File: config.mk
export PLATFORM = sky130hd
export DESIGN_NAME = casl_ram
export DESIGN_NICKNAME = d
export VERILOG_FILES = /design/src/hw/rtl/casl_ram.sv
export SDC_FILE = /design/constraint.sdc
export NUM_CORES = 1
export LEC_CHECK = 0
export ABC_AREA = 1
export BUFFER_PORTS_ARGS = -buffer_cell sky130_fd_sc_hd__buf_2
export CAP_MARGIN = 15
export CORE_MARGIN = 2
export CORE_UTILIZATION = 60
export CTS_BUF_LIST = sky130_fd_sc_hd__clkbuf_4
export CTS_CLUSTER_SIZE = 30
export DETAILED_ROUTE_END_ITERATION = 7
export GPL_TIMING_DRIVEN = 0
export PLACE_DENSITY = 0.78
export RECOVER_POWER = 100
export SLEW_MARGIN = 20
export SYNTH_ARGS = -nofsm -noshare
export SYNTH_HDL_FRONTEND = slang
export SYNTH_SLANG_ARGS = --single-unit
File: constraint.sdc
create_clock -name clk -period 1.5 [get_ports clk]
set_input_delay 0.15 -clock clk [delete_from_list [all_inputs] [get_ports clk]]
set_output_delay 0.15 -clock clk [all_outputs]
set_load 0.03 [all_outputs]
File: src/hw/rtl/casl_ram.sv
// Generic single-port-write, registered-read RAM.
module casl_ram #(
  parameter int WIDTH = 8,
  parameter int DEPTH = 16
) (
  input  logic                     clk,
  input  logic                     we,
  input  logic [$clog2(DEPTH)-1:0] waddr,
  input  logic [WIDTH-1:0]         wdata,
  input  logic                     re,
  input  logic [$clog2(DEPTH)-1:0] raddr,
  output logic [WIDTH-1:0]         rdata
);

  logic [WIDTH-1:0] mem [DEPTH];

  always_ff @(posedge clk) begin
    if (we) begin
      mem[waddr] <= wdata;
    end
    if (re) begin
      rdata <= mem[raddr];
    end
  end

endmodule

# == Word level (Yosys, flattened, before mapping) ==
# Memories as Yosys holds them, arrays and structs flattened. A register that Yosys moved wholly into a read port is not among the register bits.
# Index checks and enable logic that the tools add are counted.
# word_totals
out_inout_bits,8
reg_bits,0
word_cells,3
ram_bits,128
mem_count,1
input_bits,19
# mem_list
memory,words,width,rd,rd_clocked_by_memory_dff,wr,line_no,source
mem,16,8,1,1,1,15,logic [WIDTH-1:0] mem [DEPTH];
# classes
muxes,2
# ops
op,n
$mux 1,2

# == Logic depth before layout (Yosys ltp) ==
# Gate-level depths: netlist of the first run.
# depth
word_depth,2
mapped_depth,8
mapped_depth_nobuf,7

# == Worst setup path after synthesis of the first run ==
# OpenSTA, ideal clock, no wires.
# synth_timing
path_type,input port to flip-flop
startpoint,input port waddr[2]
endpoint,memory mem[10][0] (enable)
setup_time_ps,370
path_buffers,0
arrival_time_ps,731
stages,2
slack_ps,399
t_required_ps,1130
path_cell_list,nand3b_1 > nor2_1
# synth_lines
element,line_no,source
"start, declared",8,"input logic [$clog2(DEPTH)-1:0] waddr,"
"end, declared",15,
# No word-level cell before the write port.

# == Worst setup path after layout of the first run ==
# layout_timing
startpoint,"register rdata[7], read port of mem"
endpoint,output port rdata[7]
# layout_lines
element,line_no,source
"start, declared",12,output logic [WIDTH-1:0] rdata
# No word-level cell between the ends.

==> metrics, run 1 <==
outcome finished with violations; violated checks DRC; R2R setup slack 0.32 ns; Sink Count 136; Mapped Area 0.00585 mm^2; first-pass GRT wire length 19.9 mm; crit path time final 1.32 ns; DRC 3; Post-synth ARST share 0; vias in the first global route 3677; Antenna diodes 0; root buf cell clkbuf_4; crit path DAT 1.17 ns; CP Class reg2out; Setup crit start kind flop; layout cells sized above 1 0.0966; Die X 103 um; fill count 745; wirelength, routed 13.3 mm; Synth top cells by count 173 x nand2_1, 136 x edfxtp_1, 100 x inv_1; Cells after Synth 551; Synth Warn # 0; Slew @ Worst Pin 0.934 ns; crit-path max cell delay 0.34 ns; Synth Flop Type edfxtp_1; WP buf/inv 1; synth top area cells edfxtp_1 70%, nand2_1 11%, nand3_1 8.3%; RSZ-0062 raised after global routing false; Worst R2R Path Depth 6; fin. max-slew vios 0; Max H-tree Level 4; VDD IR-drop max 661 uV; Initial Util 0.609; Post-synth EDFFs 136; WP data required 1.35 ns; initial antenna violation count 0; setup TNS 0 ns; Final Power 7.46 mW; worst-path fanout max 1; crit-path cells clkbuf_1; post-synth cell types 11; pre-CTS setup slack -0.112 ns; reg2reg end rdata[5]$_DFFE_PP_; CP endpoint kind primary output; DIE AREA 0.0106 mm^2; synthesized flop and latch total 136; Crit-path slowest cell edfxtp_1; Net Count, Synth 570; most frequent cell after synthesis nand2_1; Hold Crit Start raddr[2]; vias per cell 5.32; Die H 103 um; fin crit share 0.879; Total Routing Usage GR 0.272; Rows 36; top cell type's share of synthesized area 0.698; TritonRoute pass-1 iters 8; vias 3961; Max transition margin 0.377; Clk Latency, worst-skew pair 0.53 ns; Starting DRT DRC Count 404; maximum clock path buffer count 2; post_cts resized 0; sequential share of the synthesized area 0.698; Core Area 0.00959 mm^2; CTS buffer count 17; Final Hold Viols 0; Avg Inst Size Synth 10.6 um^2; Pwr Density 1150 mW/mm^2; Final Setup Violations 0; CTS tree built; Critical R2R Launch mem[11][5]$_DFFE_PP_; Post-DRT Antenna Nets 0; IO Pins 27; biggest area consumer among synthesized cells edfxtp_1; largest net degree at the start of global routing 17; Top delay family on crit path flip-flops; I/O Buffers 23; Final #Nets 617; max_cap viols 0; hold slack 0.150 ns; wire per inst 17.9 um; RePlAce Congestion 0.944; fmax 759 MHz; DP Wirelength 8.57 mm; worst-case hold path end point rdata[1]$_DFFE_PP_; Layout area overhead 10.5%; global route total overflow 0; final worst setup slack 0.182 ns; Fin Clk Skew 0.0132 ns; Hold WC Path Type in2reg; static leakage 2.75 nW; hold depth 4; Reg clk slew, reported paths 0.12 ns
[logic make-up after synthesis]
logic type	share of synthesized area
simple gates	0.208
buf+inv	0.0939
flops	0.698
[per-layer routing]
metal / global-route usage / part of all wire / routed length (um)
met2: 0.415 / 0.46 / 6170
met4: 0.102 / 0.016 / 215
met3: 0.0719 / 0.11 / 1470
met1: 0.381 / 0.41 / 5450
met5: 0 / 0 / 0
[report_power, final]
group          internal, mW  total [mW]  switching [mW]  leakage (nW)
Combinational         0.159       0.583           0.424          1.36
Sequential             4.28        4.30          0.0200          1.24
Clock                  1.19        2.58            1.39         0.157
Total                  5.62        7.46            1.83          2.75
[layout by cell type (no fill, tap or decap)]
cell type	Yosys	layout
clkbuf_4	0	18
dlygate4sd3_1	0	5
buf_6	6	6
clkinv_4	0	3
buf_4	4	4
inv_2	2	2
nor2_1	17	17
nand3b_1	2	2
clkinv_1	0	1
clkinv_2	0	1
buf_2	13	15
clkinvlp_4	0	3
bufinv_16	0	3
inv_1	100	100
edfxtp_1	136	136
inv_6	0	3
buf_1	1	1
nand2_1	173	173
clkbuf_2	0	1
clkbuf_1	0	20
nand3_1	97	97
[state kept, by name (all words and copies together), names as in the netlist]
register,count
rdata,8
mem,128
[timing repair]
item | CTS | global route
buffers inserted | 0 | 0
hold endpoints to repair | 14 | 7
hold buffers | 2 | 3
[layout make-up]
cell class | count | area, um^2 | share of cell area
plain buffers | 24 | 166 | 0.0258
clock buffers | 18 | 135 | 0.0209
clock inverters | 14 | 174 | 0.0269
inverters | 102 | 383 | 0.0592
multi-input cells | 289 | 1210 | 0.188
flip-flops and latches | 136 | 4080 | 0.632
well taps | 133 | 166 | 0.0258
repair buffers | 28 | 140 | 0.0217
[worst max path at each step]
stage	startpoint	endpoint	slack [ns]	depth (start not counted)
after floorplan	waddr[2]	mem[10][0]$_DFFE_PP_	0.40	2
after CTS	rdata[1]$_DFFE_PP_	rdata[1]	0.22	1
after global routing	rdata[5]$_DFFE_PP_	rdata[5]	0.09	1
after detailed placement	waddr[3]	mem[5][0]$_DFFE_PP_	-0.11	3
final	rdata[7]$_DFFE_PP_	rdata[7]	0.18	1
after global placement	waddr[3]	mem[5][7]$_DFFE_PP_	-0.08	3
[metrics by stage]
stage	util	std cells	cell area [um^2]
6_report	0.674	744	6460
3_5_place_dp	0.639	707	6130
3_3_place_gp	0.639	707	6130
4_1_cts	0.673	741	6460
5_1_grt	0.674	744	6460
2_1_floorplan	-	551	5850
Note: power is estimated with default switching activity, not from simulation.
==> run 2: changes to the inputs <==
- PLACE_DENSITY: 0.78 -> 0.79
==> metrics, run 2 (synthesized netlist as in run 1, its figures left out) <==
maximum clock path buffer count 2; Final Power 7.62 mW; global route total overflow 0; Final Hold Viols 0; fin. max-slew vios 0; CTS tree built; Post-DRT Antenna Nets 0; Top reg by flops mem; crit path time final 1.35 ns; cell count along the critical path 1; DIE AREA 0.0106 mm^2; post_cts resized 0; I/O Buffers 23; most frequent cells in the layout 173 x nand2_1, 136 x edfxtp_1, 100 x inv_1; largest net degree at the start of global routing 17; Final Util 0.677; commonest non-fill, non-tap cell in the layout nand2_1; vias in the first global route 3752; crit-path cells clkbuf_1; RePlAce Congestion 0.895; root buf cell clkbuf_4; WP buf/inv 1; Worst R2R Path Depth 6; Pwr Density 1170 mW/mm^2; crit-path max cell delay 0.34 ns; fmax 740 MHz; Reg clk slew, reported paths 0.12 ns; vias 4031; Rows 36; vias per cell 5.41; Clk Latency, worst-skew pair 0.55 ns; R2R setup slack 0.31 ns; Core Area 0.00959 mm^2; wirelength, routed 13.4 mm; Sink Count 136; Starting DRT DRC Count 477; Max H-tree Level 4; Setup crit start kind flop; fin crit share 0.901; Layout area overhead 11.2%; Hold WC Path Type in2reg; TritonRoute pass-1 iters 5; worst-path fanout max 1; wire per inst 18.0 um; DRC 0; Critical R2R Launch mem[11][1]$_DFFE_PP_; CP endpoint kind primary output; max FFs per register 128; first-pass GRT wire length 20.3 mm; Top delay family on crit path flip-flops; crit path DAT 1.20 ns; RSZ-0062 raised after global routing false; outcome finished, final reports clean; initial antenna violation count 0; Fin Clk Skew 0.0111 ns; VDD IR-drop max 642 uV; reg2reg end rdata[1]$_DFFE_PP_; largest registers mem: 128 flops, rdata: 8 flops; static leakage 2.78 nW; DP Wirelength 8.82 mm; layout cells sized above 1 0.105; Max transition margin 0.306; Final Setup Violations 0; Die H 103 um; WP data required 1.35 ns; Final #Nets 618; Slew @ Worst Pin 1.04 ns; CP Capture Point rdata[2]; worst setup path startpoint rdata[2]$_DFFE_PP_; CTS buffer count 17; Initial Util 0.609; CP Class reg2out; IO Pins 27; max_cap viols 0; Crit-path slowest cell edfxtp_1; Die X 103 um; Total Routing Usage GR 0.277; Antenna diodes 0
==> run 2: timing repair <==
item	CTS	global route
hold buffers	4	2
hold endpoints to repair	20	7
setup buffers	0	0
==> run 2: per-layer routing <==
layer / share of wire / global-route usage
met1: 0.40 / 0.391
met2: 0.45 / 0.421
met3: 0.12 / 0.0719
met4: 0.018 / 0.101
met5: 0 / 0
==> run 2: worst min-delay path by stage <==
stage / from / to / slack [ns] / depth (start not counted)
2_1_floorplan: wdata[0] / mem[0][0]$_DFFE_PP_ / 0.25 / 0
5_1_grt: raddr[2] / rdata[6]$_DFFE_PP_ / 0.1 / 4
3_3_place_gp: re / rdata[1]$_DFFE_PP_ / 0.48 / 1
4_1_cts: wdata[0] / mem[5][0]$_DFFE_PP_ / 0.01 / 1
3_5_place_dp: re / rdata[1]$_DFFE_PP_ / 0.49 / 1
6_report: raddr[2] / rdata[6]$_DFFE_PP_ / 0.11 / 4
==> run 2: metrics by stage <==
step | instance area (um^2) | worst slack (ns) | hold slack [ns] | TNS, ns | cells
3_3_place_gp | 6130 | -0.0567 | 0.479 | -1.07 | 707
6_report | 6500 | 0.149 | 0.112 | 0 | 745
3_5_place_dp | 6130 | -0.125 | 0.492 | -3.20 | 707
5_1_grt | 6500 | 0.0868 | 0.0972 | 0 | 745
2_1_floorplan | 5850 | 0.399 | 0.249 | 0 | 551
4_1_cts | 6500 | 0.217 | 0.0103 | 0 | 743
==> run 2: cell type report <==
class | instances | area (um^2)
inverter | 102 | 383
multi-input combinational | 289 | 1210
buffer | 24 | 166
fill | 721 | 3090
clock buffer | 18 | 135
timing repair buffer | 29 | 155
tap | 133 | 166
sequential | 136 | 4080
clock inverter | 14 | 196
==> run 2: report_power, final <==
part | internal (mW) | total (mW) | switching (mW)
logic | 0.163 | 0.584 | 0.421
clock network | 1.36 | 2.74 | 1.38
registers | 4.28 | 4.30 | 0.0203
==> run 2: tightest hold or removal path: stages <==
cell,delay [ns]
buf_2,0.15
nand3_1,0.10
nand3_1,0.07
nand2_1,0.08
