**src/hw/rtl/casl_pkg.sv**
```systemverilog
// Shared types and codes for the set-associative LRU tag cache.
package casl_pkg;

  localparam int SET_BITS_W   = 3;
  localparam int WAYS_W       = 4;
  localparam int BLOCK_BITS_W = 5;
  localparam int CFG_INDEX_W  = 2;
  localparam int CFG_DATA_W   = 5;
  localparam int ADDR_FIELD_W = 32;
  localparam int COUNT_W      = 2;

  localparam logic [CFG_INDEX_W-1:0] CFG_SET_BITS   = 2'd0;
  localparam logic [CFG_INDEX_W-1:0] CFG_WAYS       = 2'd1;
  localparam logic [CFG_INDEX_W-1:0] CFG_BLOCK_BITS = 2'd2;

  localparam logic [SET_BITS_W-1:0]   SET_BITS_RST   = 3'd1;
  localparam logic [WAYS_W-1:0]       WAYS_RST       = 4'd1;
  localparam logic [BLOCK_BITS_W-1:0] BLOCK_BITS_RST = 5'd4;

  localparam logic [1:0] REQ_LOAD    = 2'd0;
  localparam logic [1:0] REQ_STORE   = 2'd1;
  localparam logic [1:0] REQ_MODIFY  = 2'd2;
  localparam logic [1:0] REQ_INVALID = 2'd3;

  localparam logic [1:0] OUT_HIT   = 2'd0;
  localparam logic [1:0] OUT_MISS  = 2'd1;
  localparam logic [1:0] OUT_EVICT = 2'd2;

  typedef struct packed {
    logic [1:0]              req_type;
    logic [ADDR_FIELD_W-1:0] address;
  } req_t;

  typedef struct packed {
    logic [COUNT_W-1:0] hit_count;
    logic [COUNT_W-1:0] miss_count;
    logic [COUNT_W-1:0] evict_count;
  } res_t;

endpackage

```
**src/hw/rtl/casl_lookup.sv**
```systemverilog
// Set lookup: hit way, first free way or LRU victim, and the ageing limit.
module casl_lookup #(
  parameter int MAX_WAYS   = 8,
  parameter int ADDR_WIDTH = 32,
  localparam int WIDX  = (MAX_WAYS > 1) ? $clog2(MAX_WAYS) : 1,
  localparam int LIMW  = $clog2(MAX_WAYS + 1),
  localparam int LINEW = 1 + WIDX + ADDR_WIDTH,
  localparam int ROWW  = MAX_WAYS * LINEW
) (
  input  logic [ROWW-1:0]       row,
  input  logic [ADDR_WIDTH-1:0] tag,
  input  logic [LIMW-1:0]       nw,
  output logic [1:0]            outcome,
  output logic [WIDX-1:0]       way,
  output logic [LIMW-1:0]       limit
);

  import casl_pkg::*;

  logic [MAX_WAYS-1:0]   v;
  logic [WIDX-1:0]       rk [MAX_WAYS];
  logic [ADDR_WIDTH-1:0] tg [MAX_WAYS];
  logic                  hit;
  logic                  free;
  logic [WIDX-1:0]       hway;
  logic [WIDX-1:0]       fway;
  logic [WIDX-1:0]       vway;
  logic [WIDX-1:0]       best;

  always_comb begin
    for (int i = 0; i < MAX_WAYS; i++) begin
      tg[i] = row[i*LINEW +: ADDR_WIDTH];
      rk[i] = row[i*LINEW + ADDR_WIDTH +: WIDX];
      v[i]  = row[i*LINEW + LINEW - 1];
    end
  end

  always_comb begin
    hit  = 1'b0;
    free = 1'b0;
    hway = '0;
    fway = '0;
    for (int i = MAX_WAYS - 1; i >= 0; i--) begin
      if (i < int'(nw) && v[i] && tg[i] == tag) begin
        hit  = 1'b1;
        hway = WIDX'(i);
      end
      if (i < int'(nw) && !v[i]) begin
        free = 1'b1;
        fway = WIDX'(i);
      end
    end
  end

  always_comb begin
    vway = '0;
    best = rk[0];
    for (int i = 1; i < MAX_WAYS; i++) begin
      if (i < int'(nw) && rk[i] > best) begin
        best = rk[i];
        vway = WIDX'(i);
      end
    end
  end

  always_comb begin
    if (hit) begin
      outcome = OUT_HIT;
      way     = hway;
      limit   = LIMW'(rk[hway]);
    end else if (free) begin
      outcome = OUT_MISS;
      way     = fway;
      limit   = LIMW'(MAX_WAYS);
    end else begin
      outcome = OUT_EVICT;
      way     = vway;
      limit   = LIMW'(best);
    end
  end

endmodule

```
**config.mk**
```make
export PLATFORM = sky130hd
export DESIGN_NAME = casl_lookup
export DESIGN_NICKNAME = d
export VERILOG_FILES = /design/src/hw/rtl/casl_pkg.sv /design/src/hw/rtl/casl_lookup.sv
export SDC_FILE = /design/constraint.sdc
export NUM_CORES = 1
export LEC_CHECK = 0
export ABC_CLOCK_PERIOD_IN_PS = 12900
export BUFFER_PORTS_ARGS = -buffer_cell sky130_fd_sc_hd__buf_2
export CAP_MARGIN = 25
export CORE_AREA = 2 2 129 131
export DETAILED_ROUTE_END_ITERATION = 10
export DIE_AREA = 0 0 131 133
export PLACE_DENSITY = 0.62
export SYNTH_ARGS = -nofsm -noshare
export SYNTH_HDL_FRONTEND = slang
export SYNTH_SLANG_ARGS = --single-unit
```
**constraint.sdc**
```tcl
create_clock -name vclk -period 12.9
set_clock_uncertainty 0.2 [all_clocks]
set_input_delay 2.58 -clock vclk [all_inputs]
set_output_delay 2.58 -clock vclk [all_outputs]
set_load 0.01 [all_outputs]
```
Word-level counts from Yosys, hierarchy flattened:

Index checks and enable logic that the tools add are counted.

* bits in registers: 0
* output and inout bits: 9

* magnitude comparators: 16
* equal/unequal tests: 8
* muxes and demuxes: 55
* bitwise operators: 1
* reductions and logical operators: 39

Operators with widths (count)
* 32-bit == test: 8
* 3-bit 2-to-1 mux: 33
* 1-bit logical AND: 31
* 3-bit > comparator: 7
* 1-bit 2-to-1 mux: 17
* 3-bit by 4-bit less-than comparator with 1-bit output (first input constant): 4
* 3-bit binary-select mux with 3-bit select: 1
* 1-bit logical NOT: 8
* 1-bit by 4-bit less-than comparator with 1-bit output (first input constant): 2
* 2-bit by 4-bit less-than comparator with 1-bit output (first input constant): 2
* 4-bit 2-to-1 mux: 2
* 4-bit >= comparator (second input constant): 1
* 2-bit 2-to-1 mux: 2
* 3-bit NOT with 4-bit output: 1

Logic depth before layout (Yosys ltp):

Gate-level depths: netlist (run 1).

* depth after elaboration: 23
* mapped depth: 47
* gate-level depth less buffers: 47

Least setup slack after synthesis (run 1):

No wires, ideal clock.

* kind: input port to output port
* start point: input row[34]
* end point: output limit[0]
* arrival time: 11.094 ns
* data required time: 10.120 ns
* slack: -0.974 ns
* stages: 45
* buffers on the path: 0
* path through: inv_1 > ha_1 > nand2_1 > o21a_1 > o21ai_0 > nand2_1 > ha_1 > nor2_1 > nor2_1 > a211o_1 > o311ai_1 > a211oi_1 > nor3_1 > ha_1 > nor2_1 > nand3_1 > a311o_1 > mux2_4 > (+9 left out) > nand2_1 > mux2_4 > ha_1 > inv_1 > a21o_1 > a21oi_1 > a311oi_1 > mux2_2 > ha_1 > inv_1 > a21o_1 > a21oi_1 > a311oi_1 > nor2_1 > a21oi_1 > o31ai_1 > a2111o_1 > a31o_1

* longest elaborated chain between the ends: 23

RTL lines
* start, declared: line casl_lookup.sv:10 `input logic [ROWW-1:0] row,`
* 3-bit > comparator: line casl_lookup.sv:59 `if (i < int'(nw) && rk[i] > best) begin`
* 1-bit logical AND: line casl_lookup.sv:59
* 3-bit 2-to-1 mux (*): line casl_lookup.sv:59
* 3-bit > comparator: line casl_lookup.sv:59
* 1-bit logical AND: line casl_lookup.sv:59
* 3-bit 2-to-1 mux (*): line casl_lookup.sv:59
* 3-bit > comparator: line casl_lookup.sv:59
* 1-bit logical AND: line casl_lookup.sv:59
* (+7 left out)
* 3-bit > comparator: line casl_lookup.sv:59
* 1-bit logical AND: line casl_lookup.sv:59
* 3-bit 2-to-1 mux (*): line casl_lookup.sv:59
* 3-bit > comparator: line casl_lookup.sv:59
* 1-bit logical AND: line casl_lookup.sv:59
* 3-bit 2-to-1 mux (*): line casl_lookup.sv:59
* 4-bit 2-to-1 mux (*): line casl_lookup.sv:71 `end else if (free) begin`
* 4-bit 2-to-1 mux (*): line casl_lookup.sv:67 `if (hit) begin`
* end, declared: line casl_lookup.sv:15 `output logic [LIMW-1:0] limit`

Mark *: on every way between the ends. The rest lies on a longest branch, timed or not.

Worst setup path in the final report (run 1):

Ends and elaborated chain as after synthesis.

==> qor.yml, run 1 <==
logic_synthesis:
  syn_inst: 638
  ys_top_cells_by_area: "xor2_1, xnor2_1, nor4_1"
  syn-cell-area_um2: 4590
  ys_warn_count: 0
  yosysTopAreaCellShare_pct: 28.2
  synth.net_count: 975
  synth_area_per_cell_um2: 7.20
  synth_cell_type_count: 68
  synth_top_cell_by_area: "xor2_1"
  ys_seq_area_share_pct: 0
critical_path:
  crit_path_start: "row[34]"
  cp_data_arrival_time_ns: 10.61
  critical_path.slowest_cell: "o311ai_1"
  crit_end: "limit[0]"
  cpMostUsedCell: "buf_4"
  cp_max_fo: 4
  required_ns: 10.12
  max_stage_delay_ns: 0.36
  cp-end-kind: "primary output"
  start_kind: "input port"
  critical_path_class: "input port to primary output"
timing:
  max_freq_ghz: 0.0747
  finalSetupTns_ns: -2.10
  hold_slack_ns: 5.41
  slew_headroom_pct: 35.0
  min_period_over_period_pct: 104
  hold_viol: 0
  maxSlewViolCount: 0
  worstMarginPinSlew_ns: 0.966
  period_needed_ns: 13.39
  setup_viol: 6
  finalWorstSetupSlack_ns: -0.491
  rsz0062_at_grt: "yes"
global_route:
  gr-usage-met1_pct: 31.3
  grt_antenna_before_repair: 6
  gr-max-usage-layer: "met2"
  met2_usage_pct: 47.9
  grt_pass1_wl_mm: 34.5
  groute.layer.met3.usage_pct: 3.56
  grt_max_degree: 14
  grt-ovfl-total: 0
  grt_pass1_vias: 6078
  track_usage_pct: 26.4
placement:
  place_congestion: 0.960
  dp_hpwl_mm: 20.7
  place_ws_ns: -0.925
  place_area_um2: 6810
  io_buffers: 333
final_layout:
  layout_commonest_cell: "buf_2"
  seq_cells: 0
  final_util_pct: 44.2
  final_area_um2: 7160
  layout_common_cells: "buf_2, xor2_1, xnor2_1"
  fin_nets: 1329
  drive_above_1_share_pct: 45.6
  seqCellArea_um2: 0
  area_growth_pct: 55.9
  n_fill_cell: 1724
  clkbuf_count: 0
status:
  outcome: "finished, violations left"
  violations: "setup timing"
drt:
  vias_per_cell: 5.07
  ant_nets: 0
  drt_wl_total_mm: 24.3
  dr.pass1.iters: 5
  drc: 0
  vias: 6153
  routedWlPerCell_um: 20.0
  drt_iter0_markers: 409
pwr:
  switchingPower_mw: 0.160
  pwr-share-comb_pct: 100.0
  switching_share_pct: 48.3
  power_density_nw_per_um2: 46.2
  pwr-share-clk_pct: 0
  p_leak_nw: 3.26
  p_int_mw: 0.171
  ir_worst_vdd_uv: 26.0
  p_seq_share_pct: 0
die:
  dieWidth_um: 131
  num_rows: 47
  start_util_pct: 28.4
  ios: 333
  die_y_um: 133
  die-area_um2: 17400
  core-area_um2: 16200
hold_path:
  hold_path.class: "input port to primary output"
job:
  max-cap-violations: 0
cts:
  cts_hold_buf: 0
-- area by class of cell --
type                       count  area [um^2]  area share, %
inverter                      19         86.3           1.21
antenna                        3         7.51          0.105
timing repair buffer         391         2140           30.0
multi-input combinational    580         4640           64.9
tap                          220          275           3.85
-- power groups by stage --
| stage | logic, mW | registers, mW | clock network, mW |
|---|---|---|---|
| 3_5_place_dp | 0.289 | 0 | 0 |
| 4_1_cts | 0.315 | 0 | 0 |
| 6_report | 0.331 | 0 | 0.0000000312 |
| 2_1_floorplan | 0.172 | 0 | 0 |
| 5_1_grt | 0.358 | 0 | 0.0000000311 |
| 3_3_place_gp | 0.285 | 0 | 0 |
-- worst max-delay path, delay by kind of cell --
family | cells | cell delay, ns
simple gates | 11 | 1.02
fa+ha+maj | 6 | 1.48
buf+inv | 12 | 1.27
mux | 3 | 0.81
compound gates | 17 | 3.45
-- metal layers --
layer  vias up  wire length, um
li1       2980                -
met3        44             1680
met5         -               33
met4         6              911
met2       297            12300
met1      2826             9370
-- worst min-delay path by stage --
stage,start,slack [ns],to,cells after the start
2_1_floorplan,row[141],5.14,limit[1],2
4_1_cts,row[141],5.40,limit[1],4
6_report,row[141],5.41,limit[1],4
3_5_place_dp,row[141],5.41,limit[1],4
5_1_grt,row[141],5.45,limit[1],4
3_3_place_gp,row[141],5.40,limit[1],4
-- cell usage after synthesis, types with 2 or more instances --
cell type  instances
xor2_1           148
xnor2_1          104
nor4_1            40
nand2_1           36
nand4_1           31
clkbuf_1          28
nand3_1           27
nor2_1            22
a21oi_1           20
inv_1             19
o21ai_0           15
ha_1              13
nor3_1             9
buf_2              8
nand2b_1           6
o211ai_1           6
or4_1              6
a21o_1             5
and3_1             5
a211o_1            4
a211oi_1           4
a31oi_1            4
o21a_1             4
o21ai_1            4
o22ai_1            4
or2_2              4
a22oi_1            3
a311oi_1           3
and2_1             3
mux2_4             3
mux2i_1            3
o2111a_1           3
a2111oi_0          2
a31o_1             2
a31o_2             2
and4_1             2
buf_4              2
nand3b_1           2
nand4b_1           2
o31ai_1            2
-- kinds of logic after synthesis --
kind of cell | synth area share [%]
adder cells (fa/ha/maj) | 3.76
AO/OA/AOI/OAI | 16.1
multiplexers | 2.13
AND/OR/NAND/NOR | 24.8
buffers and inverters | 5.15
XOR/XNOR | 48.1
-- what timing repair did --
item / in CTS / in global routing
gates resized for setup: 26 / 16
buffers inserted: 16 / 5
setup endpoints to repair: 6 / 6
pin swaps: 42 / 6
-- through the flow --
stage / power, mW / cells
after global routing: 0.358 / 1213
final: 0.331 / 1213
after floorplan: 0.172 / 638
after CTS: 0.315 / 1205
after global placement: 0.285 / 1189
after detailed placement: 0.289 / 1189
No activity file was read; power rests on OpenSTA's default activity.
==> run 2, diff against run 1 <==
==> config.mk (replaced) <==
export PLATFORM = sky130hd
export DESIGN_NAME = casl_lookup
export DESIGN_NICKNAME = d
export VERILOG_FILES = /design/src/hw/rtl/casl_pkg.sv /design/src/hw/rtl/casl_lookup.sv
export SDC_FILE = /design/constraint.sdc
export NUM_CORES = 1
export LEC_CHECK = 0
export ABC_CLOCK_PERIOD_IN_PS = 11250
export BUFFER_PORTS_ARGS = -buffer_cell sky130_fd_sc_hd__buf_2
export CAP_MARGIN = 25
export CELL_PAD_IN_SITES_DETAIL_PLACEMENT = 1
export CELL_PAD_IN_SITES_GLOBAL_PLACEMENT = 1
export CORE_MARGIN = 1.5
export CORE_UTILIZATION = 25
export DETAILED_ROUTE_END_ITERATION = 10
export PLACE_DENSITY = 0.79
export SYNTH_ARGS = -nofsm -noshare
export SYNTH_HDL_FRONTEND = slang
export SYNTH_SLANG_ARGS = --single-unit
==> constraint.sdc (replaced) <==
create_clock -name vclk -period 11.25
set_clock_uncertainty 0.2 [all_clocks]
set_input_delay 2.25 -clock vclk [all_inputs]
set_output_delay 2.25 -clock vclk [all_outputs]
set_load 0.01 [all_outputs]
==> run 2 against run 1 <==
  * The run still ends with setup timing left
  * Clock-buffer cell count unchanged
  * Global-route usage increased by 0.30 points
  * Worst setup slack got worse by 1.0 ns
  * Wire length increased by 11%
  * Sequential cell count unchanged
  * Combinational power increased by 18%
  * Critical path type unchanged
  * Largest power group unchanged
  * Highest routed layer unchanged
==> qor.yml, run 2 (same netlist as run 1, synthesis figures left out) <==
die:
  dieWidth_um: 139  # was 131 um
  ios: 333  # unchanged
  die_y_um: 139  # was 133 um
  die-area_um2: 19200  # was 17400 um^2
  num_rows: 49  # was 47
  start_util_pct: 25.6  # was 28.4%
  core-area_um2: 18000  # was 16200 um^2
critical_path:
  cp_max_fo: 4  # unchanged
  cp_data_arrival_time_ns: 10.33  # was 10.61 ns
  max_stage_delay_ns: 0.37  # was 0.36 ns
  required_ns: 8.80  # was 10.12 ns
  critical_path_class: "input port to primary output"  # unchanged
  critical_path.slowest_cell: "a2111o_1"  # was o311ai_1
  cpMostUsedCell: "ha_4"  # was buf_4
  start_kind: "input port"  # unchanged
  cp-end-kind: "primary output"  # unchanged
status:
  violations: "setup timing"  # unchanged
  outcome: "finished, violations left"  # unchanged
final_layout:
  area_growth_pct: 57.9  # was 55.9%
  layout_common_cells: "buf_2, xor2_1, xnor2_1"  # unchanged
  final_util_pct: 40.4  # was 44.2%
  final_area_um2: 7250  # was 7160 um^2
  seq_cells: 0  # unchanged
  clkbuf_count: 0  # unchanged
  layout_commonest_cell: "buf_2"  # unchanged
  fin_nets: 1335  # was 1329
  drive_above_1_share_pct: 46.1  # was 45.6%
  seqCellArea_um2: 0  # unchanged
timing:
  max_freq_ghz: 0.0783
  hold_slack_ns: 4.78  # was 5.41 ns
  period_needed_ns: 12.78
  setup_viol: 6  # unchanged
  hold_viol: 0  # unchanged
  slew_headroom_pct: 37.5  # was 35.0%
  finalWorstSetupSlack_ns: -1.53  # was -0.491 ns
  rsz0062_at_grt: "yes"  # unchanged
  min_period_over_period_pct: 114
  maxSlewViolCount: 0  # unchanged
  worstMarginPinSlew_ns: 0.929  # was 0.966 ns
drt:
  drt_iter0_markers: 282  # was 409
  drt_wl_total_mm: 27.0  # was 24.3 mm
  routedWlPerCell_um: 22.0  # was 20.0 um
  ant_nets: 0  # unchanged
  dr.pass1.iters: 4  # was 5
  vias: 6389  # was 6153
  drc: 0  # unchanged
  vias_per_cell: 5.21  # was 5.07
placement:
  io_buffers: 333  # unchanged
  place_area_um2: 6860  # was 6810 um^2
  place_ws_ns: -2.07  # was -0.925 ns
  dp_hpwl_mm: 23.2  # was 20.7 mm
  place_congestion: 0.893  # was 0.960
pwr:
  power_density_nw_per_um2: 53.8  # was 46.2 nW/um^2
  ir_worst_vdd_uv: 30.4  # was 26.0 uV
  p_leak_nw: 3.30  # was 3.26 nW
  power_mw: 0.390  # was 0.331 mW
hold_path:
  hold_path.class: "input port to primary output"  # unchanged
global_route:
  grt-ovfl-total: 0  # unchanged
  grt_pass1_vias: 6870  # was 6078
  grt_antenna_before_repair: 3  # was 6
  track_usage_pct: 26.7  # was 26.4%
  grt_pass1_wl_mm: 39.5  # was 34.5 mm
  grt_max_degree: 14  # unchanged
job:
  max-cap-violations: 0  # unchanged
cts:
  cts_hold_buf: 0  # unchanged
[run 2: cell count changes in the layout (fill, tap and decap cells not counted)]
cell	before	now
nand2_4	0	2
and3_1	4	3
nor2_2	2	1
buf_4	54	59
mux2i_1	3	2
buf_6	6	9
nand2_2	6	4
and3_4	1	2
diode_2	3	2
nor2_4	5	6
mux2i_2	0	1
buf_2	330	328
[run 2: metrics by stage]
stage / cells / setup TNS [ns]
after floorplan: 638 / -5.81
after global placement: 1203 / -9.09
after detailed placement: 1203 / -11.26
after CTS: 1222 / -8.40
after global routing: 1227 / -10.74
final: 1227 / -8.59
[run 2: layer usage]
metal | vias to the layer above | GRT usage (%) | part of all wire, %
met1 | 3052 | 29.1 | 37
met5 | - | 0 | 0.048
met2 | 273 | 52.6 | 53
li1 | 2995 | - | -
met3 | 67 | 3.53 | 5.3
met4 | 2 | 8.64 | 3.9
[run 2: path summary, 6_finish.rpt]
kind     start       end  depth (start not counted)
min   row[141]  limit[1]                          4
max    row[34]  limit[0]                         49
[run 2: worst max-delay path, delay by kind of cell]
family / cells / cell delay [ns]
AOI/OAI and AO/OA: 18 / 3.31
adders and majority gates: 7 / 1.78
buffers and inverters: 7 / 0.63
muxes: 3 / 0.96
and+or+nand+nor: 14 / 1.38
[run 2: area by class of cell]
| cell class | instances | area (um^2) |
|---|---|---|
| antenna | 2 | 5.00 |
| fill | 2326 | 10700 |
| inverter | 19 | 86.3 |
| multi-input combinational | 580 | 4670 |
| tap | 229 | 287 |
| timing repair buffer | 397 | 2210 |
[run 2: power by group]
part	internal (mW)	switching (mW)	leakage (nW)
Combinational	0.199	0.191	3.30
Clock	0.0000000238	0	0.0000127
Sequential	0	0	0
[run 2: timing repair]
action                                  4_1_cts  5_1_grt
gates resized for setup                      31       19
endpoints found under the setup margin        6        6
hold endpoints to repair                      0        0
cloned                                        0        0
pin swaps                                    39        3
buffers inserted                             19        3
