==> src/hw/rtl/casl_pkg.sv <==
// Shared types and codes for the set-associative LRU tag cache.
package casl_pkg;

  localparam int SET_BITS_W   = 3;
  localparam int WAYS_W       = 4;
  localparam int BLOCK_BITS_W = 5;
  localparam int CFG_INDEX_W  = 2;
  localparam int CFG_DATA_W   = 5;
  localparam int ADDR_FIELD_W = 32;
  localparam int COUNT_W      = 2;

  localparam logic [CFG_INDEX_W-1:0] CFG_SET_BITS   = 2'd0;
  localparam logic [CFG_INDEX_W-1:0] CFG_WAYS       = 2'd1;
  localparam logic [CFG_INDEX_W-1:0] CFG_BLOCK_BITS = 2'd2;

  localparam logic [SET_BITS_W-1:0]   SET_BITS_RST   = 3'd1;
  localparam logic [WAYS_W-1:0]       WAYS_RST       = 4'd1;
  localparam logic [BLOCK_BITS_W-1:0] BLOCK_BITS_RST = 5'd4;

  localparam logic [1:0] REQ_LOAD    = 2'd0;
  localparam logic [1:0] REQ_STORE   = 2'd1;
  localparam logic [1:0] REQ_MODIFY  = 2'd2;
  localparam logic [1:0] REQ_INVALID = 2'd3;

  localparam logic [1:0] OUT_HIT   = 2'd0;
  localparam logic [1:0] OUT_MISS  = 2'd1;
  localparam logic [1:0] OUT_EVICT = 2'd2;

  typedef struct packed {
    logic [1:0]              req_type;
    logic [ADDR_FIELD_W-1:0] address;
  } req_t;

  typedef struct packed {
    logic [COUNT_W-1:0] hit_count;
    logic [COUNT_W-1:0] miss_count;
    logic [COUNT_W-1:0] evict_count;
  } res_t;

endpackage

==> src/hw/rtl/casl_update.sv <==
// Set update: recency ageing, fill or replacement of the chosen way.
module casl_update #(
  parameter int MAX_WAYS   = 8,
  parameter int ADDR_WIDTH = 32,
  localparam int WIDX  = (MAX_WAYS > 1) ? $clog2(MAX_WAYS) : 1,
  localparam int LIMW  = $clog2(MAX_WAYS + 1),
  localparam int LINEW = 1 + WIDX + ADDR_WIDTH,
  localparam int ROWW  = MAX_WAYS * LINEW
) (
  input  logic [ROWW-1:0]       row,
  input  logic [ADDR_WIDTH-1:0] tag,
  input  logic [LIMW-1:0]       nw,
  input  logic [1:0]            outcome,
  input  logic [WIDX-1:0]       way,
  input  logic [LIMW-1:0]       limit,
  output logic [ROWW-1:0]       new_row
);

  import casl_pkg::*;

  localparam logic [WIDX-1:0] RANK_TOP = WIDX'(MAX_WAYS - 1);

  logic                  v;
  logic [WIDX-1:0]       rk;
  logic [ADDR_WIDTH-1:0] tg;

  always_comb begin
    new_row = row;
    for (int i = 0; i < MAX_WAYS; i++) begin
      tg = row[i*LINEW +: ADDR_WIDTH];
      rk = row[i*LINEW + ADDR_WIDTH +: WIDX];
      v  = row[i*LINEW + LINEW - 1];
      if (i < int'(nw)) begin
        if (WIDX'(i) == way) begin
          rk = '0;
          if (outcome != OUT_HIT) begin
            tg = tag;
          end
          if (outcome == OUT_MISS) begin
            v = 1'b1;
          end
        end else if (v && LIMW'(rk) < limit && rk < RANK_TOP) begin
          rk = rk + WIDX'(1);
        end
      end
      new_row[i*LINEW +: LINEW] = {v, rk, tg};
    end
  end

endmodule

==> config.mk <==
export PLATFORM = sky130hd
export DESIGN_NAME = casl_update
export DESIGN_NICKNAME = d
export VERILOG_FILES = /design/src/hw/rtl/casl_pkg.sv /design/src/hw/rtl/casl_update.sv
export SDC_FILE = /design/constraint.sdc
export NUM_CORES = 1
export LEC_CHECK = 0
export ABC_CLOCK_PERIOD_IN_PS = 5200
export BUFFER_PORTS_ARGS = -buffer_cell sky130_fd_sc_hd__buf_2
export CORE_AREA = 5 5 238 240
export DETAILED_ROUTE_END_ITERATION = 16
export DIE_AREA = 0 0 243 245
export PLACE_DENSITY = 0.43
export SETUP_SLACK_MARGIN = 0.2
export SKIP_LAST_GASP = 1
export SYNTH_ARGS = -nofsm -noshare
export SYNTH_HDL_FRONTEND = slang
export SYNTH_SLANG_ARGS = --single-unit
==> constraint.sdc <==
create_clock -name vclk -period 5.2
set_input_delay 1.3 -clock vclk [all_inputs]
set_output_delay 1.3 -clock vclk [all_outputs]
set_load 0.01 [all_outputs]
-- Yosys cells after proc, flatten, opt, wreduce, memory -nomap -nowiden
Index checks and enable logic that the tools add are counted.
- order comparisons: 24
- $add $sub $neg: 8
- equality and inequality tests: 8
- reduce and logical (&&, ||, !) cells: 18
- mux-type cells: 72
- operators with widths (operator ; count):
    two-way mux 32 bit ; 24
    two-way mux 3 bit ; 24
    < comparator 3 x 4 -> 1 bit ; 8
    adder 3 x 1 -> 3 bit (second input constant) ; 8
    < comparator 3 bit (second input constant) ; 8
    two-way mux 1 bit ; 24
    logical AND 1 bit ; 16
    < comparator 3 x 4 -> 1 bit (first input constant) ; 4
    == test 3 bit (first input constant) ; 4
    < comparator 1 x 4 -> 1 bit (first input constant) ; 2
    < comparator 2 x 4 -> 1 bit (first input constant) ; 2
    == test 2 x 3 -> 1 bit (first input constant) ; 2
    == test 1 x 3 -> 1 bit (first input constant) ; 1
    zero test 3 bit ; 1
    == test 2 x 1 -> 1 bit (second input constant) ; 1
    nonzero test 2 bit ; 1
- output and inout bits: 288
- register bits: 0

-- Longest topological paths before layout
Gate-level depths: netlist of the first run.
- depth in word-level cells: 6
- mapped depth: 7

-- Least setup slack after synthesis of the first run
Ideal clock, no wire load.
- path kind: input -> output
- start point: input limit[1]
- end point: output new_row[140]
- data arrival time: 2654 ps
- path buffers: 0
- slack: 1246 ps
- cell stages on the path: 6
- cell sequence: inv_1 -> ha_1 -> a211oi_1 -> o311a_1 -> or2_2 -> a31oi_1
- cells in the longest elaborated chain, start to end: 6
- RTL lines (what ; line ; RTL):
    from (decl) ; casl_update.sv:15 ; input logic [LIMW-1:0] limit,
    < comparator 3 x 4 -> 1 bit ; casl_update.sv:42 ; end else if (v && LIMW'(rk) < limit && rk < RANK_TOP) begin
    logical AND 1 bit (2 in series) ; casl_update.sv:42 ;
    two-way mux 3 bit ; casl_update.sv:42 ;
    two-way mux 3 bit ; casl_update.sv:34 ; if (WIDX'(i) == way) begin
    two-way mux 3 bit ; casl_update.sv:33 ; if (i < int'(nw)) begin
    to (decl) ; casl_update.sv:16 ; output logic [ROWW-1:0] new_row
No other way between the ends.

-- Final worst setup path of the first run
- start point: input nw[3]
- end point: output new_row[50]
- cells in the longest elaborated chain, start to end: 2
- RTL lines (what ; line ; RTL):
    from (decl) ; casl_update.sv:12 ; input logic [LIMW-1:0] nw,
    < comparator 1 x 4 -> 1 bit ; casl_update.sv:33 ;
    two-way mux 32 bit ; casl_update.sv:33 ;
No other way between the ends.

==> flow_summary.yaml, run 1 <==
outcome:
  status: "finished clean"
clock_network:
  cts_resized: 0
  ctsHoldBuffers: 0
  cts_setup_buffers: 0
logic_synthesis:
  synth.most_common_cell: "mux2_2"
  synth_top_area_share_pct: 54.1
  synth_nets: 834
  yosys_warnings: 0
  synth_area_leaders: "mux2_2 54%, mux2_4 9.6%, ha_1 6.4%"
  syn_area_per_cell_um2: 9.81
  ys_seq_area_share_pct: 0
  synth_common_cells: "225 x mux2_2, 30 x mux2_4, 24 x ha_1, 21 x nor2_1, 15 x buf_4"
  synth_cells: 477
  synth.distinct_cells: 50
  yosysTopAreaCell: "mux2_2"
  synth_area_mm2: 0.00468
sta:
  worst_pin_slew_ps: 1040
  rsz0062_at_grt: "false"
  fin_tns_setup_ps: 0
  max_freq_mhz: 208
  fin_crit_sh_pct: 92.4
  setup_viol: 0
  slew_viol_final: 0
  hold_viol: 0
  slew_headroom_pct: 30.4
  setup_slack_ps: 397
  fin_crit_ps: 4800
route:
  drc: 0
  drt_iter0_drc: 314
  via_per_inst: 3.81
  wirelength_um: 44400
  post_drt_wl_per_cell_um: 24.6
  drtAntennaViolNets: 0
  dr_total_vias: 6874
  drt_pre_antenna_iters: 4
critical_path:
  critPathSlowestCell: "or3_1"
  worst_ep_arrival_time_ps: 3500
  path_max_fanout: 18
  cp_cell_sequence: "buf_2, buf_4, or3_1, and4bb_4, o21ai_4, buf_4, mux2_2, buf_2"
  required_ps: 3900
  timing.critical_path.buf_inv: 4
  path_class: "input port to output port"
  crit_path_end_kind: "output port"
  worst-path-stages: 8
  critPathTopFamily: "buffers and inverters"
  critPathLaunchType: "input port"
  max_stage_delay_ps: 410
power_and_ir_drop:
  cellPowerDensity_mw_per_mm2: 90.0
  seqPwrFrac_pct: 0
  vdd_ir_drop_max_v: 0.0000515
  p_total_mw: 0.781
  p_clk_share_pct: 0
  p_int_mw: 0.374
  combPwrFrac_pct: 100.0
  switching_share_pct: 52.1
  p_leak_nw: 4.26
  switchingPower_mw: 0.407
floorplanning:
  num_rows: 86
  fp.dieW_um: 243
  core_mm2: 0.0544
  dieArea_mm2: 0.0595
  start_util_pct: 8.60
  boundaryPins: 621
  die_y_um: 245
min_path:
  holdPathStages: 3
  hp-class: "input port to output port"
layout:
  regArea_um2: 0
  clock_buffers: 0
  drive_above_1_share_pct: 84.8
  finalNonFillerCells: 1804
  seq_cells: 0
  synthToLayoutAreaGrowth_pct: 85.5
  fin_util_pct: 16.0
  multiInputGateArea_mm2: 0.00445
  fill_cells: 6213
  nNetsFinal: 1444
global_route:
  grt_pass1_vias: 6940
  grt_overflow: 0
  antenna_found_initial: 46
  grt_usage_pct: 13.6
  grt_max_degree: 33
  grt_pass1_wl_um: 58000
placement:
  portBuffers: 621
  dp.cells: 1789
  hpwl_um: 38800
  dp_worst_setup_slack_ps: 331
  place.gp.congestion: 0.909
flow_run:
  drv_cap: 0
[power by group through the flow]
stage	combinational, mW	clock (mW)	sequential [mW]
CTS	0.788	0	0
floorplan	0.364	0	0
finish	0.781	0.000000390	0
global placement	0.779	0	0
detailed placement	0.783	0	0
global route	0.839	0.000000104	0
[worst paths after layout]
| check | startpoint | to | slack, ps |
|---|---|---|---|
| worst max-delay path | nw[3] | new_row[50] | 400 |
| worst min-delay path | row[215] | new_row[215] | 2890 |
[layer usage]
metal  GRT usage (%)  up-vias  share of wire, %
met5               0        -              0.56
met4            2.59       36               2.5
met3            8.97       93                16
met2            21.2      515                44
met1            15.7     3136                37
li1                -     3094                 -
[placed cells by master, fill, tap and decap left out, types with 5 or more instances in the layout]
cell type    n
a211oi_1     9
a21oi_1      6
a22o_1       5
a31o_2       8
buf_2      621
buf_4       15
diode_2     15
ha_1        24
inv_1        5
mux2_1       6
mux2_2     225
mux2_4      30
nand2_1     12
nand2b_1    12
nand3_1      9
nor2_1      20
o21ai_0      6
o311a_1      6
[worst min-delay path, delay by kind of cell]
kind,cells,cell delay (ps)
AOI/OAI and AO/OA,1,70
buffers and inverters,2,210
[per-stage QoR]
step / instance area (µm²) / hold WS, ps
5_1_grt: 8660 / 2900
4_1_cts: 8650 / 2890
6_report: 8680 / 2890
3_5_place_dp: 8650 / 2890
3_3_place_gp: 8650 / 2890
2_1_floorplan: 4680 / 2700
[area by class of cell]
type / instances / share of cell area [%]
Antenna cell: 15 / 0.432
Inverter: 5 / 0.216
Multi-Input combinational cell: 440 / 51.2
Tap cell: 704 / 10.1
Timing Repair Buffer: 640 / 38.0
[kinds of logic after synthesis]
family / count (synthesis) / synth area share [%]
compound gates: 57 / 9.52
xor+xnor: 4 / 0.748
fa+ha+maj: 24 / 6.42
buf+inv: 37 / 5.51
mux: 263 / 65.6
simple gates: 92 / 12.2
No activity file was read; power rests on OpenSTA's default activity.
==> run 2: changes to the inputs <==
Settings changed: REMOVE_ABC_BUFFERS from default to 1.
==> run 2 against run 1 <==
Effect of this change:
- sequential share of layout area is the same
- core utilization shrank 0.11 points
- die area did not move
- non-clock buffer count fell by 2
- worst hold slack improved by 9.7 ps
- via count rose by 0.76%
- flip-flop and latch count is the same
- critical path type unchanged
- largest cell class unchanged
- largest power group unchanged
- highest routed layer unchanged
==> flow_summary.yaml, run 2 (synthesized netlist as in run 1, its figures left out) <==
outcome:
  status: "finished clean"
clock_network:
  cts_setup_buffers: 0
  cts_resized: 0
  ctsHoldBuffers: 0
route:
  post_drt_wl_per_cell_um: 24.3
  drt_iter0_drc: 350
  drtAntennaViolNets: 0
  drt_pre_antenna_iters: 5
  via_per_inst: 3.86
  dr_total_vias: 6926
  wirelength_um: 43700
  drc: 0
layout:
  fill_cells: 6229
  finalNonFillerCells: 1794
  clock_buffers: 0
  final_area_mm2: 0.00862
  seq_cells: 0
  final_cell_mix: "621 x buf_2, 225 x mux2_2, 30 x mux2_4"
  synthToLayoutAreaGrowth_pct: 84.3
  regArea_um2: 0
  nNetsFinal: 1442
  final_common_cell: "buf_2"
  drive_above_1_share_pct: 84.8
  multiInputGateArea_mm2: 0.00445
global_route:
  grt_pass1_wl_um: 57500
  grt_usage_pct: 13.3
  grt_pass1_vias: 6971
  grt_overflow: 0
  grt_max_degree: 23
  antenna_found_initial: 40
power_and_ir_drop:
  switchingPower_mw: 0.408
  p_int_mw: 0.372
  p_clk_share_pct: 0
  vdd_ir_drop_max_v: 0.0000367
  seqPwrFrac_pct: 0
  cellPowerDensity_mw_per_mm2: 90.4
  switching_share_pct: 52.3
  p_leak_nw: 4.25
  combPwrFrac_pct: 100.0
sta:
  slew_headroom_pct: 36.4
  fin_tns_setup_ps: 0
  setup_viol: 0
  slew_viol_final: 0
  max_freq_mhz: 215
  rsz0062_at_grt: "false"
  fin_crit_sh_pct: 89.5
  hold_viol: 0
  worst_pin_slew_ps: 950
  fin_crit_ps: 4650
min_path:
  hp-class: "input port to output port"
critical_path:
  required_ps: 3900
  crit_path_end_kind: "output port"
  worst_ep_arrival_time_ps: 3350
  critPathLaunchType: "input port"
  path_class: "input port to output port"
  path_max_fanout: 18
placement:
  place_area_mm2: 0.00861
  portBuffers: 621
  place.gp.congestion: 0.975
  hpwl_um: 38400
  dp.cells: 1787
floorplanning:
  num_rows: 86
  fp.dieW_um: 243
  dieArea_mm2: 0.0595
  core_mm2: 0.0544
  start_util_pct: 8.60
  die_y_um: 245
  boundaryPins: 621
flow_run:
  drv_cap: 0
==> run 2: changes by cell type in the layout (fill, tap and decap cells not counted), sizes merged <==
| cell | change |
|---|---|
| diode | -8 |
| buf | -2 |
==> run 2: power by group through the flow <==
stage                     logic, mW  registers, mW  clock network, mW
after floorplan               0.350              0                  0
after global placement        0.782              0                  0
after detailed placement      0.782              0                  0
after CTS                     0.787              0                  0
after global routing          0.837              0       0.0000000774
final                         0.779              0        0.000000183
==> run 2: path summary, 6_finish.rpt <==
| path | slack, ps | cells past startpoint | from | endpoint |
|---|---|---|---|---|
| hold / removal | 2900 | 3 | row[114] | new_row[114] |
| setup / recovery | 550 | 8 | nw[3] | new_row[87] |
==> run 2: layout make-up <==
cell class,count,share of cell area (%)
Multi-Input combinational cell,440,51.6
Timing Repair Buffer,638,37.8
Antenna cell,7,0.203
Inverter,5,0.218
Tap cell,704,10.2
==> run 2: metrics by stage <==
step                setup slack [ps]  util, %  power (mW)  hold slack (ps)
finish                           548     15.8       0.779             2900
detailed placement               481     15.8       0.782             2900
floorplan                        472        -       0.350             2700
CTS                              476     15.8       0.787             2900
global placement                 522     15.8       0.782             2890
global route                     349     15.8       0.837             2910
==> run 2: routing by layer <==
| metal | vias to the layer above | track usage (%) | wire length [µm] |
|---|---|---|---|
| met5 | - | 0.654 | 107 |
| met4 | 10 | 1.30 | 642 |
| met3 | 62 | 3.56 | 3710 |
| met2 | 474 | 22.2 | 20400 |
| met1 | 3307 | 17.8 | 18900 |
| li1 | 3073 | - | - |
==> run 2: worst max-delay path, stage by stage <==
cell     delay (ps)
buf_2           220
nor2_1          190
nand2_1         140
nand2_1          90
nor2_4          600
buf_12          270
mux2_2          360
buf_2           140
==> run 3: changes to the inputs <==
Settings changed: ABC_CLOCK_PERIOD_IN_PS 5200 to 5800.
Clock period 5.2 ns to 5.8 ns, I/O delays scaled along.
==> run 3 against run 2 <==
Effect of this change:
- final cell count is 0.17% lower
- count of clock-buffer cells in the layout unchanged
- routed wire length grew 1.1%
- highest routed layer unchanged
==> flow_summary.yaml, run 3 (synthesized netlist as in run 1, its figures left out) <==
route:
  drt_pre_antenna_iters: 4
  wirelength_um: 44200
  drt_iter0_drc: 333
  dr_total_vias: 6904
  top_layer: "met5"
  wl_met2_um: 20500
  drc: 0
  wl_met3_um: 3930
  via_per_inst: 3.85
  drtAntennaViolNets: 0
  post_drt_wl_per_cell_um: 24.7
  m1WireLength_um: 19000
floorplanning:
  dieArea_mm2: 0.0595
  num_rows: 86
  die_y_um: 245
  boundaryPins: 621
  fp.dieW_um: 243
  core_mm2: 0.0544
  start_util_pct: 8.60
global_route:
  antenna_found_initial: 40
  grt_usage_pct: 13.5
  grt_max_degree: 32
  grt_overflow: 0
  grt_pass1_wl_um: 58500
  grt_pass1_vias: 7178
layout:
  nNetsFinal: 1439
  final_cell_mix: "621 x buf_2, 225 x mux2_2, 30 x mux2_4"
  synthToLayoutAreaGrowth_pct: 83.5
  final_common_cell: "buf_2"
  fill_cells: 6214
  clock_buffers: 0
  regArea_um2: 0
  seq_cells: 0
  drive_above_1_share_pct: 84.7
critical_path:
  path_class: "input port to output port"
  critPathLaunchType: "input port"
  worst_ep_arrival_time_ps: 3630
  cp_cell_sequence: "buf_2, or3_1, and4bb_4, o21ai_4, buf_4, mux2_2, buf_2"
  crit_path_start: "nw[3]"
  critPathTopFamily: "buffers and inverters"
  timing.critical_path.buf_inv: 3
  path_max_fanout: 24
  max_stage_delay_ps: 420
  crit_path_end_kind: "output port"
  critPathSlowestCell: "or3_1"
  required_ps: 4350
  crit_top_cell: "buf_2"
outcome:
  status: "finished clean"
sta:
  fin_crit_ps: 5080
  fin_tns_setup_ps: 0
  rsz0062_at_grt: "false"
  fin_crit_sh_pct: 87.6
  worst_pin_slew_ps: 1160
  setup_viol: 0
  slew_viol_final: 0
  max_freq_mhz: 197
  hold_viol: 0
  slew_headroom_pct: 22.6
  setup_slack_ps: 720
placement:
  dp_worst_setup_slack_ps: 660
  hpwl_um: 38700
  place.gp.congestion: 0.947
  portBuffers: 621
clock_network:
  ctsHoldBuffers: 0
  cts_setup_buffers: 0
  cts_resized: 0
min_path:
  min_from: "row[114]"
  hp-class: "input port to output port"
power_and_ir_drop:
  p_leak_nw: 4.23
  cellPowerDensity_mw_per_mm2: 81.5
  p_total_mw: 0.700
  vdd_ir_drop_max_v: 0.0000285
flow_run:
  drv_cap: 0
run 3: changes by cell type in the layout (fill, tap and decap cells not counted):
cell and change:
buf_4 -2, buf_12 -1
run 3: power breakdown:
| part | switching, mW | internal (mW) |
|---|---|---|
| sequential | 0 | 0 |
| clock | 0 | 0.000000163 |
| combinational | 0.369 | 0.332 |
| total | 0.369 | 0.332 |
run 3: worst paths after layout:
kind	to	cells past startpoint	slack, ps
setup / recovery	new_row[47]	7	720
hold / removal	new_row[114]	3	3200
run 3: tightest hold or removal path, delay by kind of cell:
| kind | cells | cell delay [ps] |
|---|---|---|
| multiplexers | 1 | 100 |
| buffers and inverters | 2 | 190 |
run 3: metal layers:
| metal | up-vias | global-route usage (%) |
|---|---|---|
| li1 | 3066 | - |
| met1 | 3301 | 18.2 |
| met2 | 462 | 22.3 |
| met3 | 63 | 3.58 |
| met4 | 12 | 1.74 |
| met5 | - | 1.23 |
run 3: final cells by class:
cell class,count,area (µm²),share of cell area (%)
multi-input cells,440,4450,51.8
repair buffers,635,3230,37.6
well taps,704,881,10.3
inverters,5,18.8,0.218
diodes,7,17.5,0.204
run 3: through the flow:
stage | utilization [%] | instance area [µm²] | hold WS (ps) | instances
6_report | 15.8 | 8590 | 3200 | 1791
5_1_grt | 15.8 | 8580 | 3210 | 1788
4_1_cts | 15.7 | 8570 | 3200 | 1784
3_5_place_dp | 15.7 | 8570 | 3190 | 1784
3_3_place_gp | 15.7 | 8570 | 3190 | 1784
2_1_floorplan | - | 4440 | 3000 | 445
